<file path="src/design/swsd_pkg.sv">
// ----------------------------------------------------------------------------
// swsd_pkg
// Shared types and constants of the sliding window stability detector.
// ----------------------------------------------------------------------------
`default_nettype none

package swsd_pkg;

    localparam int WLEN_W    = 7;
    localparam int DELTA_W   = 32;
    localparam int CFG_IDX_W = 1;
    localparam int CFG_W     = 32;

    localparam logic [CFG_IDX_W-1:0] CFG_WINDOW_LEN   = 1'b0;
    localparam logic [CFG_IDX_W-1:0] CFG_STABLE_DELTA = 1'b1;

    localparam logic [WLEN_W-1:0]  WINDOW_LEN_RST   = 7'd8;
    localparam logic [DELTA_W-1:0] STABLE_DELTA_RST = 32'd10;
    localparam logic [WLEN_W-1:0]  WINDOW_LEN_MIN   = 7'd2;

    typedef struct packed {
        logic init;
        logic upd;
    } swsd_mm_ctrl_t;

endpackage

`default_nettype wire

</file>
<file path="src/design/swsd_minmax.sv">
// ----------------------------------------------------------------------------
// swsd_minmax
// Running minimum and maximum over the window scan, with range and
// threshold compare.
// ----------------------------------------------------------------------------
`default_nettype none

module swsd_minmax
    import swsd_pkg::*;
#(
    parameter int SAMPLE_WIDTH = 32
) (
    input  wire logic                    aclk,
    input  wire swsd_mm_ctrl_t           ctrl,
    input  wire logic [SAMPLE_WIDTH-1:0] init_val,
    input  wire logic [SAMPLE_WIDTH-1:0] din,
    input  wire logic [DELTA_W-1:0]      delta,
    output logic      [SAMPLE_WIDTH-1:0] range,
    output logic                         below
);

    localparam int CMP_W = (SAMPLE_WIDTH > DELTA_W) ? SAMPLE_WIDTH : DELTA_W;

    logic [SAMPLE_WIDTH-1:0] lo_reg, lo_next;
    logic [SAMPLE_WIDTH-1:0] hi_reg, hi_next;

    always_comb begin
        lo_next = lo_reg;
        hi_next = hi_reg;
        if (ctrl.init) begin
            lo_next = init_val;
            hi_next = init_val;
        end else if (ctrl.upd) begin
            if (din < lo_reg) lo_next = din;
            if (din > hi_reg) hi_next = din;
        end
    end

    always_ff @(posedge aclk) begin
        lo_reg <= lo_next;
        hi_reg <= hi_next;
    end

    // offset-binary samples, so the unsigned difference is the signed range
    assign range = hi_reg - lo_reg;
    assign below = CMP_W'(range) < CMP_W'(delta);

endmodule

`default_nettype wire

</file>
<file path="src/design/sliding_window_stability_detector.sv">
// ----------------------------------------------------------------------------
// sliding_window_stability_detector
// Keeps the most recent valid samples in a ring memory and reports the
// window range and a stability flag for every request.
// ----------------------------------------------------------------------------
// sequence: a valid sample that leaves two or more samples held runs the ring
//   scan (scan and last states) before the done state; other requests go
//   straight to done; requests are taken one at a time, only in the idle state,
//   and the ring scan reads one sample per cycle
// reset: pointers, fill count, handshake and config registers cleared to
//   their reset values; ring contents are left as they are
`default_nettype none

module sliding_window_stability_detector
    import swsd_pkg::*;
#(
    parameter int WINDOW_MAX   = 64,
    parameter int SAMPLE_WIDTH = 32
) (
    input  wire logic                                  aclk,
    input  wire logic                                  aresetn,
    // request channel
    input  wire logic                                  s_tvalid,
    output logic                                       s_tready,
    input  wire logic [((SAMPLE_WIDTH+7)/8)*8-1:0]     s_tdata,  // sample
    input  wire logic                                  s_tuser,  // sample_valid
    // result channel
    output logic                                       m_tvalid,
    input  wire logic                                  m_tready,
    output logic      [((SAMPLE_WIDTH+7)/8)*8-1:0]     m_tdata,  // window_range
    output logic                                       m_tuser,  // stable flag
    // config write port
    input  wire logic                                  cfg_we,
    input  wire logic [CFG_IDX_W-1:0]                  cfg_index,
    input  wire logic [CFG_W-1:0]                      cfg_wdata
);

    localparam int DATA_W = ((SAMPLE_WIDTH + 7) / 8) * 8;
    localparam int AW     = (WINDOW_MAX > 1) ? $clog2(WINDOW_MAX) : 1;
    localparam int CNT_W  = $clog2(WINDOW_MAX + 1);

    localparam logic [AW-1:0]    PTR_LAST  = AW'(WINDOW_MAX - 1);
    localparam logic [CNT_W-1:0] CNT_TWO   = CNT_W'(2);
    localparam logic [CNT_W-1:0] CNT_ONE   = CNT_W'(1);
    localparam logic [CNT_W-1:0] CNT_MAX   = CNT_W'(WINDOW_MAX);
    localparam logic [SAMPLE_WIDTH-1:0] SIGN_BIT = {1'b1, {(SAMPLE_WIDTH-1){1'b0}}};

    typedef enum logic [3:0] {
        ST_IDLE = 4'b0001,
        ST_SCAN = 4'b0010,
        ST_LAST = 4'b0100,
        ST_DONE = 4'b1000
    } state_t;

    state_t state_reg, state_next;

    logic [WLEN_W-1:0]  window_len_reg;
    logic [DELTA_W-1:0] stable_delta_reg;

    logic [AW-1:0]    wr_ptr_reg, wr_ptr_next;
    logic [AW-1:0]    rd_ptr_reg, rd_ptr_next;
    logic [CNT_W-1:0] fill_count_reg, fill_count_next;
    logic [CNT_W-1:0] scan_cnt_reg, scan_cnt_next;
    logic             zero_res_reg, zero_res_next;
    logic             rd_vld_reg;

    logic                    m_tvalid_reg, m_tvalid_next;
    logic [SAMPLE_WIDTH-1:0] m_range_reg, m_range_next;
    logic                    m_stable_reg, m_stable_next;

    logic [SAMPLE_WIDTH-1:0] ring_mem [WINDOW_MAX];
    logic [SAMPLE_WIDTH-1:0] rd_data_reg;

    logic                    s_accept;
    logic                    wr_en;
    logic [SAMPLE_WIDTH-1:0] sample_ob;
    logic [CNT_W-1:0]        eff_len;
    logic [CNT_W:0]          fill_inc;
    logic [CNT_W-1:0]        fill_new;
    logic                    out_free;

    swsd_mm_ctrl_t           mm_ctrl;
    logic [SAMPLE_WIDTH-1:0] mm_range;
    logic                    mm_below;

    assign s_tready  = (state_reg == ST_IDLE);
    assign s_accept  = s_tvalid && s_tready;
    assign wr_en     = s_accept && s_tuser;
    assign sample_ob = s_tdata[SAMPLE_WIDTH-1:0] ^ SIGN_BIT;
    assign out_free  = !m_tvalid_reg || m_tready;

    // window length clamped to the legal span
    always_comb begin
        if (window_len_reg < WINDOW_LEN_MIN) begin
            eff_len = CNT_TWO;
        end else if (32'(window_len_reg) > 32'(WINDOW_MAX)) begin
            eff_len = CNT_MAX;
        end else begin
            eff_len = CNT_W'(window_len_reg);
        end
    end

    assign fill_inc = {1'b0, fill_count_reg} + {{CNT_W{1'b0}}, 1'b1};
    assign fill_new = (fill_inc > {1'b0, eff_len}) ? eff_len : fill_inc[CNT_W-1:0];

    always_comb begin
        state_next      = state_reg;
        wr_ptr_next     = wr_ptr_reg;
        rd_ptr_next     = rd_ptr_reg;
        fill_count_next = fill_count_reg;
        scan_cnt_next   = scan_cnt_reg;
        zero_res_next   = zero_res_reg;
        m_tvalid_next   = m_tvalid_reg && !m_tready;
        m_range_next    = m_range_reg;
        m_stable_next   = m_stable_reg;
        mm_ctrl.init    = 1'b0;
        mm_ctrl.upd     = rd_vld_reg;

        unique case (state_reg)
            ST_IDLE: begin
                if (s_accept) begin
                    if (s_tuser) begin
                        mm_ctrl.init    = 1'b1;
                        wr_ptr_next     = (wr_ptr_reg == PTR_LAST) ? '0 : wr_ptr_reg + 1'b1;
                        rd_ptr_next     = (wr_ptr_reg == '0) ? PTR_LAST : wr_ptr_reg - 1'b1;
                        fill_count_next = fill_new;
                        scan_cnt_next   = fill_new - CNT_ONE;
                        if (fill_new < CNT_TWO) begin
                            zero_res_next = 1'b1;
                            state_next    = ST_DONE;
                        end else begin
                            zero_res_next = 1'b0;
                            state_next    = ST_SCAN;
                        end
                    end else begin
                        zero_res_next = 1'b1;
                        state_next    = ST_DONE;
                    end
                end
            end
            ST_SCAN: begin
                rd_ptr_next   = (rd_ptr_reg == '0) ? PTR_LAST : rd_ptr_reg - 1'b1;
                scan_cnt_next = scan_cnt_reg - CNT_ONE;
                if (scan_cnt_reg == CNT_ONE) state_next = ST_LAST;
            end
            ST_LAST: begin
                state_next = ST_DONE;
            end
            ST_DONE: begin
                if (out_free) begin
                    m_tvalid_next = 1'b1;
                    m_range_next  = zero_res_reg ? '0 : mm_range;
                    m_stable_next = !zero_res_reg && mm_below;
                    state_next    = ST_IDLE;
                end
            end
            default: begin
                state_next = ST_IDLE;
            end
        endcase
    end

    always_ff @(posedge aclk) begin
        if (!aresetn) begin
            state_reg        <= ST_IDLE;
            wr_ptr_reg       <= '0;
            rd_ptr_reg       <= '0;
            fill_count_reg   <= '0;
            scan_cnt_reg     <= '0;
            zero_res_reg     <= 1'b0;
            rd_vld_reg       <= 1'b0;
            m_tvalid_reg     <= 1'b0;
            window_len_reg   <= WINDOW_LEN_RST;
            stable_delta_reg <= STABLE_DELTA_RST;
        end else begin
            state_reg      <= state_next;
            wr_ptr_reg     <= wr_ptr_next;
            rd_ptr_reg     <= rd_ptr_next;
            fill_count_reg <= fill_count_next;
            scan_cnt_reg   <= scan_cnt_next;
            zero_res_reg   <= zero_res_next;
            rd_vld_reg     <= (state_reg == ST_SCAN);
            m_tvalid_reg   <= m_tvalid_next;
            if (cfg_we) begin
                unique case (cfg_index)
                    CFG_WINDOW_LEN:   window_len_reg   <= cfg_wdata[WLEN_W-1:0];
                    CFG_STABLE_DELTA: stable_delta_reg <= cfg_wdata[DELTA_W-1:0];
                    default: ;
                endcase
            end
        end
    end

    always_ff @(posedge aclk) begin
        m_range_reg  <= m_range_next;
        m_stable_reg <= m_stable_next;
    end

    // sample ring
    always_ff @(posedge aclk) begin
        if (wr_en) ring_mem[wr_ptr_reg] <= sample_ob;
        rd_data_reg <= ring_mem[rd_ptr_reg];
    end

    swsd_minmax #(
        .SAMPLE_WIDTH(SAMPLE_WIDTH)
    ) u_minmax (
        .aclk     (aclk),
        .ctrl     (mm_ctrl),
        .init_val (sample_ob),
        .din      (rd_data_reg),
        .delta    (stable_delta_reg),
        .range    (mm_range),
        .below    (mm_below)
    );

    assign m_tvalid = m_tvalid_reg;
    assign m_tdata  = DATA_W'(m_range_reg);
    assign m_tuser  = m_stable_reg;

    a_out_from_done: assert property (@(posedge aclk) disable iff (!aresetn)
        $rose(m_tvalid_reg) |-> $past(state_reg == ST_DONE))
        else $error("result appeared outside the done state");

    a_scan_cnt: assert property (@(posedge aclk) disable iff (!aresetn)
        (state_reg == ST_SCAN) |-> (scan_cnt_reg != '0))
        else $error("scan running with no reads left");

    a_fill_bound: assert property (@(posedge aclk) disable iff (!aresetn)
        fill_count_reg <= CNT_MAX)
        else $error("fill count beyond ring depth");

    a_fill_after_write: assert property (@(posedge aclk) disable iff (!aresetn)
        wr_en |=> (fill_count_reg != '0))
        else $error("fill count empty after a stored sample");

endmodule

`default_nettype wire

</file>
<file path="config.mk">
export PLATFORM = sky130hd
export DESIGN_NAME = sliding_window_stability_detector
export DESIGN_NICKNAME = d
export VERILOG_FILES = /design/src/design/swsd_pkg.sv /design/src/design/swsd_minmax.sv /design/src/design/sliding_window_stability_detector.sv
export SDC_FILE = /design/constraint.sdc
export NUM_CORES = 2
export LEC_CHECK = 0
export BUFFER_PORTS_ARGS = -buffer_cell sky130_fd_sc_hd__buf_4
export CAP_MARGIN = 20
export CORE_MARGIN = 4
export CORE_UTILIZATION = 50
export DETAILED_ROUTE_END_ITERATION = 6
export HOLD_SLACK_MARGIN = 0.08
export PLACE_DENSITY_LB_ADDON = 0.1
export SLEW_MARGIN = 0
export SYNTH_ARGS = -nofsm -noshare
export SYNTH_HDL_FRONTEND = slang
export SYNTH_SLANG_ARGS = --single-unit
export TNS_END_PERCENT = 5
</file>
<file path="constraint.sdc">
create_clock -name aclk -period 6.7 [get_ports aclk]
set_clock_uncertainty 0.2 [all_clocks]
set_input_delay 0.67 -clock aclk [delete_from_list [all_inputs] [get_ports aclk]]
set_output_delay 0.67 -clock aclk [all_outputs]
set_load 0.01 [all_outputs]
</file>
### Word level (Yosys, flattened, before mapping)

Memory sizes are Yosys's and may differ from the RTL's. A register that Yosys moved wholly into a read port is not among the register bits.
Cells that the tools add are included.

* add/sub/neg operators: 7
* order comparisons: 7
* eq/ne operators: 10
* mux-type cells: 33
* bitwise operators: 2
* reductions and logical operators: 23

Operators by type and width (number)
* 2-to-1 mux 32 bit: 6
* < comparator 32 bit: 2
* 2-to-1 mux 7 bit: 5
* > comparator 32 bit: 1
* subtractor 32 bit: 1
* 2-to-1 mux 6 bit: 5
* 2-to-1 mux 4 bit: 5
* one-hot mux 4 bit (4 select lines): 1
* < comparator 7 x 2 -> 1 bit (second input constant): 2
* one-hot mux 7 bit (2 select lines): 1
* subtractor 7 x 1 -> 7 bit (second input constant): 2
* logical NOT 6 bit: 2
* one-hot mux 6 bit (2 select lines): 1
* AND reduction 2 bit: 6
* subtractor 6 x 1 -> 6 bit (second input constant): 2
* 2-to-1 mux 1 bit: 9
* AND reduction 3 bit: 3
* adder 7 x 1 -> 8 bit (second input constant): 1
* > comparator 8 x 7 -> 1 bit: 1
* nonzero test 2 bit: 4
* equality test 7 x 1 -> 1 bit (second input constant): 1
* > comparator 7 bit (second input constant): 1
* adder 6 x 1 -> 6 bit (second input constant): 1
* equality test 6 bit (second input constant): 1
* other kinds (10): 18

* register bits after elaboration: 169
* RAM bits: 2048
* input port bits: 71
* output and inout port bits: 35
* logic and storage cells: 97
* memories: 1

Memory list
* ring_mem: words 64, bits a word 32, rd ports 1, clocked after Yosys merged registers in 1, write ports 1, line sliding_window_stability_detector.sv:71 `logic [SAMPLE_WIDTH-1:0] ring_mem [WINDOW_MAX];`

### Depth between registers and ports, before layout

* depth after elaboration: 10
* depth in mapped cells: 20
* depth with buffers taken out: 18

### Cells and area by module

From an unflattened synthesis, not the netlist that was laid out.

* cells, all modules: 4610
* area total of the unflattened synthesis: 90045.1 um^2

Modules (own cells, without submodules)
* sliding_window_stability_detector: times used 1, cells each 3930, area an instance 83493.8 um^2, sequential area each 64571.9 um^2
* swsd_minmax: times used 1, cells each 680, area an instance 6551.3 um^2, sequential area each 1921.8 um^2

### Least setup slack after synthesis

Ideal clock, no wire load.

* path type: register to register
* from: reg state_reg[1]
* to: mem ring_mem[57][0] (enable)
* arrival: 4369 ps
* required time: 5998 ps
* slack: 1629 ps
* stages on the path, launching flop included: 5
* buffers on the path: 0
* period minus slack after synthesis: 5071 ps
* path through: dfxtp_1 nor4b_2 and3_1 nand4_1 nor4_1

* word-level cells in the longest chain between the ends: 5

RTL lines
* start: declaration: line sliding_window_stability_detector.sv:55 `state_t state_reg, state_next;`
* start signal: assignment: line sliding_window_stability_detector.sv:176 `state_reg <= state_next;`
* equality test 4 x 1 -> 1 bit: line sliding_window_stability_detector.sv:86 `assign s_tready = (state_reg == ST_IDLE);`
* via s_tready: line sliding_window_stability_detector.sv:24 `output logic s_tready,`
* logical AND 1 bit: line sliding_window_stability_detector.sv:87 `assign s_accept = s_tvalid && s_tready;`
* logical AND 1 bit: line sliding_window_stability_detector.sv:88 `assign wr_en = s_accept && s_tuser;`
* 2-to-1 mux 1 bit: line sliding_window_stability_detector.sv:201 `if (wr_en) ring_mem[wr_ptr_reg] <= sample_ob;`
* 2-to-1 mux 1 bit (not written as such): line sliding_window_stability_detector.sv:201
* end: declaration: line sliding_window_stability_detector.sv:71

The timed path passes the listed nets, and every way through them passes these cells.

### Final worst setup path

* from: reg state_reg[0]
* to: mem ring_mem[14][7] (enable)

* word-level cells in the longest chain between the ends: 5

RTL lines (line)
* equality test 4 x 1 -> 1 bit: sliding_window_stability_detector.sv:86
* logical AND 1 bit: sliding_window_stability_detector.sv:87
* logical AND 1 bit: sliding_window_stability_detector.sv:88
* 2-to-1 mux 1 bit: sliding_window_stability_detector.sv:201
* 2-to-1 mux 1 bit (not written as such): sliding_window_stability_detector.sv:201

Every way passes these cells.

==> impl_metrics.env <==
export IMPL_grt_max_degree=96
export IMPL_antenna_found_initial=3
export IMPL_worstPathRequired_ps=7010
export IMPL_crit_chain="nor4b_2 -> and3_2 -> nand4_1 -> nor2_4 -> buf_4"
export IMPL_synth_yosys_warnings=0
export IMPL_fin_crit_sh=0.667
export IMPL_finalSetupTns_ps=0
export IMPL_dp_final_hpwl_um=130000
export IMPL_clk_pin_slew_ps=60
export IMPL_start_kind="flop"
export IMPL_period_minus_slack_ps=4470
export IMPL_place_congestion=0.829
export IMPL_ir_drop_v=0.000235
export IMPL_die_w_um=433
export IMPL_post_drt_wl_per_cell_um=31.6
export IMPL_cp_end_kind="flop"
export IMPL_synth_async_reset_ratio=0
export IMPL_clockRootBuffer="clkbuf_16"
export IMPL_cp_max_fo=21
export IMPL_grt_pass1_wl_um=336000
export IMPL_ant_nets=0
export IMPL_start_util=0.505
export IMPL_nets=5077
export IMPL_crit_start="state_reg[0]"
export IMPL_mostFrequentLayoutCells="edfxtp_1, mux4_2, nand2_1, clkbuf_16, buf_4"
export IMPL_p_leak_nw=32.5
export IMPL_synth_top_area_frac=0.713
export IMPL_reg2reg_depth=5
export IMPL_r2r_start="state_reg[0]"
export IMPL_drt_iter0_drc=4965
export IMPL_drive_gt1_frac=0.244
export IMPL_max_flop_register="ring_mem"
export IMPL_worst_pin_slew_ps=1120
export IMPL_synth_edff_count=2145
export IMPL_syn_cell_area_sq_mm=0.0903
export IMPL_slowest_stage="nor2_4"
export IMPL_fin_util=0.572
export IMPL_worst_r2r_setup_slack_ps=2230
export IMPL_cp_endpoint="ring_mem[14][7]"
export IMPL_first_global_vias=45900
export IMPL_grt_overflow=0
export IMPL_cp_num_buf_inv=1
export IMPL_cts_resized=0
export IMPL_cts_tree="built"
export IMPL_dr_total_vias=45700
export IMPL_final_common_cell="edfxtp_1"
export IMPL_synth_cells=4614
export IMPL_coreArea_sq_mm=0.179
export IMPL_worstSetupPathType="flop to flop"
export IMPL_yosys_cell_types_count=71
export IMPL_status="completed"
export IMPL_cts_buffers=223
export IMPL_clk_latency_ps=870
export IMPL_cp_top_family="simple AND/OR/NAND/NOR gates"
export IMPL_power_mw=32.9
export IMPL_areaGrowthSynthToFinish_pct=13.2
export IMPL_synth_seq_cells=2249
export IMPL_finalMaxSlewViolations=0
export IMPL_hold_class="primary input to flop"
export IMPL_setup_viol=0
export IMPL_dr_pass1_iters=6
export IMPL_yosysTopAreaCell="edfxtp_1"
export IMPL_maxCapViolations=0
export IMPL_synth_main_ff_cell="edfxtp_1"
export IMPL_drcViolationCount=0
export IMPL_synth_area_per_cell_sq_um=19.6
export IMPL_place_area_sq_mm=0.0945
export IMPL_cts_sinks=2249
export IMPL_io_buffers=105
export IMPL_via_per_inst=6.16
export IMPL_max_stage_delay_ps=1170
export IMPL_worst_endpoint_arrival_ps=4780
export IMPL_clock_path_buffers=3
export IMPL_rsz0062_at_grt="false"
export IMPL_ios=106
export IMPL_fmax_mhz=224
export IMPL_synthTopCellsByArea="edfxtp_1, mux4_2, dfxtp_1"
export IMPL_seq_area_frac_synth=0.736
export IMPL_powerDensity_mw_per_mm2=321
export IMPL_die_h_um=433
export IMPL_routed_wl_um=234000
export IMPL_worst_path_stages=5
export IMPL_gr_usage_all_layers=0.251
export IMPL_die_area_sq_mm=0.188
export IMPL_largest_reg_flops=2048
export IMPL_timing_rr_end="ring_mem[14][7]"
export IMPL_relSlewSlack=0.247
export IMPL_fin_area_sq_mm=0.102
export IMPL_htreeDepth=4
export IMPL_hold_viol=0
export IMPL_rows=155
export IMPL_synth_fp_nets=4827
-- cells in the mapped netlist (all sizes together) (17+ instances only) --
master	n
o221ai	17
nand2	318
and2	37
o22ai	17
nand3	22
a31oi	27
o21a	17
clkbuf	121
buf	119
o211ai	18
dfxtp	104
nor2	134
mux4	572
nor2b	55
inv	121
edfxtp	2145
a211oi	50
nor3	29
o21ai	73
xnor2	25
a21oi	88
a21boi	41
nand4	31
mux2i	70
a21o	25
xor2	23
ha	141
a22oi	30
-- worst reg2reg max path, delay by kind of cell (launching register included) --
family | cells | cell delay [ps]
buf+inv | 1 | 420
flops | 1 | 430
simple gates | 4 | 3080
-- power breakdown --
group          leakage [nW]  total [mW]  switching (mW)  internal [mW]
registers              20.2        16.0           0.344           15.7
logic                  8.76        4.32            2.51           1.82
clock network          3.61        12.5            5.37           7.13
-- stage by stage --
stage | worst slack, ps | hold slack (ps) | std cells
detailed placement | 2220 | 262 | 6951
finish | 2230 | 153 | 7417
global route | 1920 | 153 | 7416
global placement | 2300 | 255 | 6950
floorplan | 1630 | 241 | 4614
CTS | 2150 | 98.3 | 7413
-- kinds of logic (layout without fill, tap and decap cells) --
logic type | after synthesis | count (layout) | share of synthesized area
other | 0 | 1 | 0
adders and majority gates | 142 | 142 | 0.0197
buffers and inverters | 364 | 811 | 0.0177
and+or+nand+nor | 690 | 690 | 0.0350
AOI/OAI and AO/OA | 468 | 468 | 0.0352
DFF | 2249 | 2249 | 0.736
xor gates and xnor gates | 48 | 48 | 0.00465
muxes | 653 | 653 | 0.152
-- what timing repair did --
item	CTS	global route
endpoints found under the setup margin	0	0
hold buffers	40	0
hold endpoints to repair	78	0
buffers inserted	0	0
-- how the worst min path moves through the flow --
stage,startpoint,to,slack [ps],cells after the start
finish,cfg_we,stable_delta_reg[5],150,4
CTS,s_tdata[13],ring_mem[49][13],100,1
detailed placement,stable_delta_reg[0],stable_delta_reg[0],260,2
floorplan,stable_delta_reg[0],stable_delta_reg[0],240,2
global route,s_tdata[13],ring_mem[51][13],150,1
global placement,stable_delta_reg[20],stable_delta_reg[20],260,2
-- final cells by class --
type                            count  area [sq um]
Fill cell                       13400         76700
Clock buffer                      280          5930
Antenna cell                        1          2.50
Inverter                          124           467
Multi-Input combinational cell   2001         22800
Tap cell                         2355          2950
Timing Repair Buffer              265          2300
Clock inverter                    142          1400
Sequential cell                  2249         66500
-- routing by layer --
metal  share of wire  track usage  vias up
met5               0            0        -
li1                -            -    19400
met2            0.48        0.400     1700
met3           0.068       0.0370      304
met1            0.43        0.370    24300
met4           0.023       0.0645        0
(Power assumes the default switching activity.)
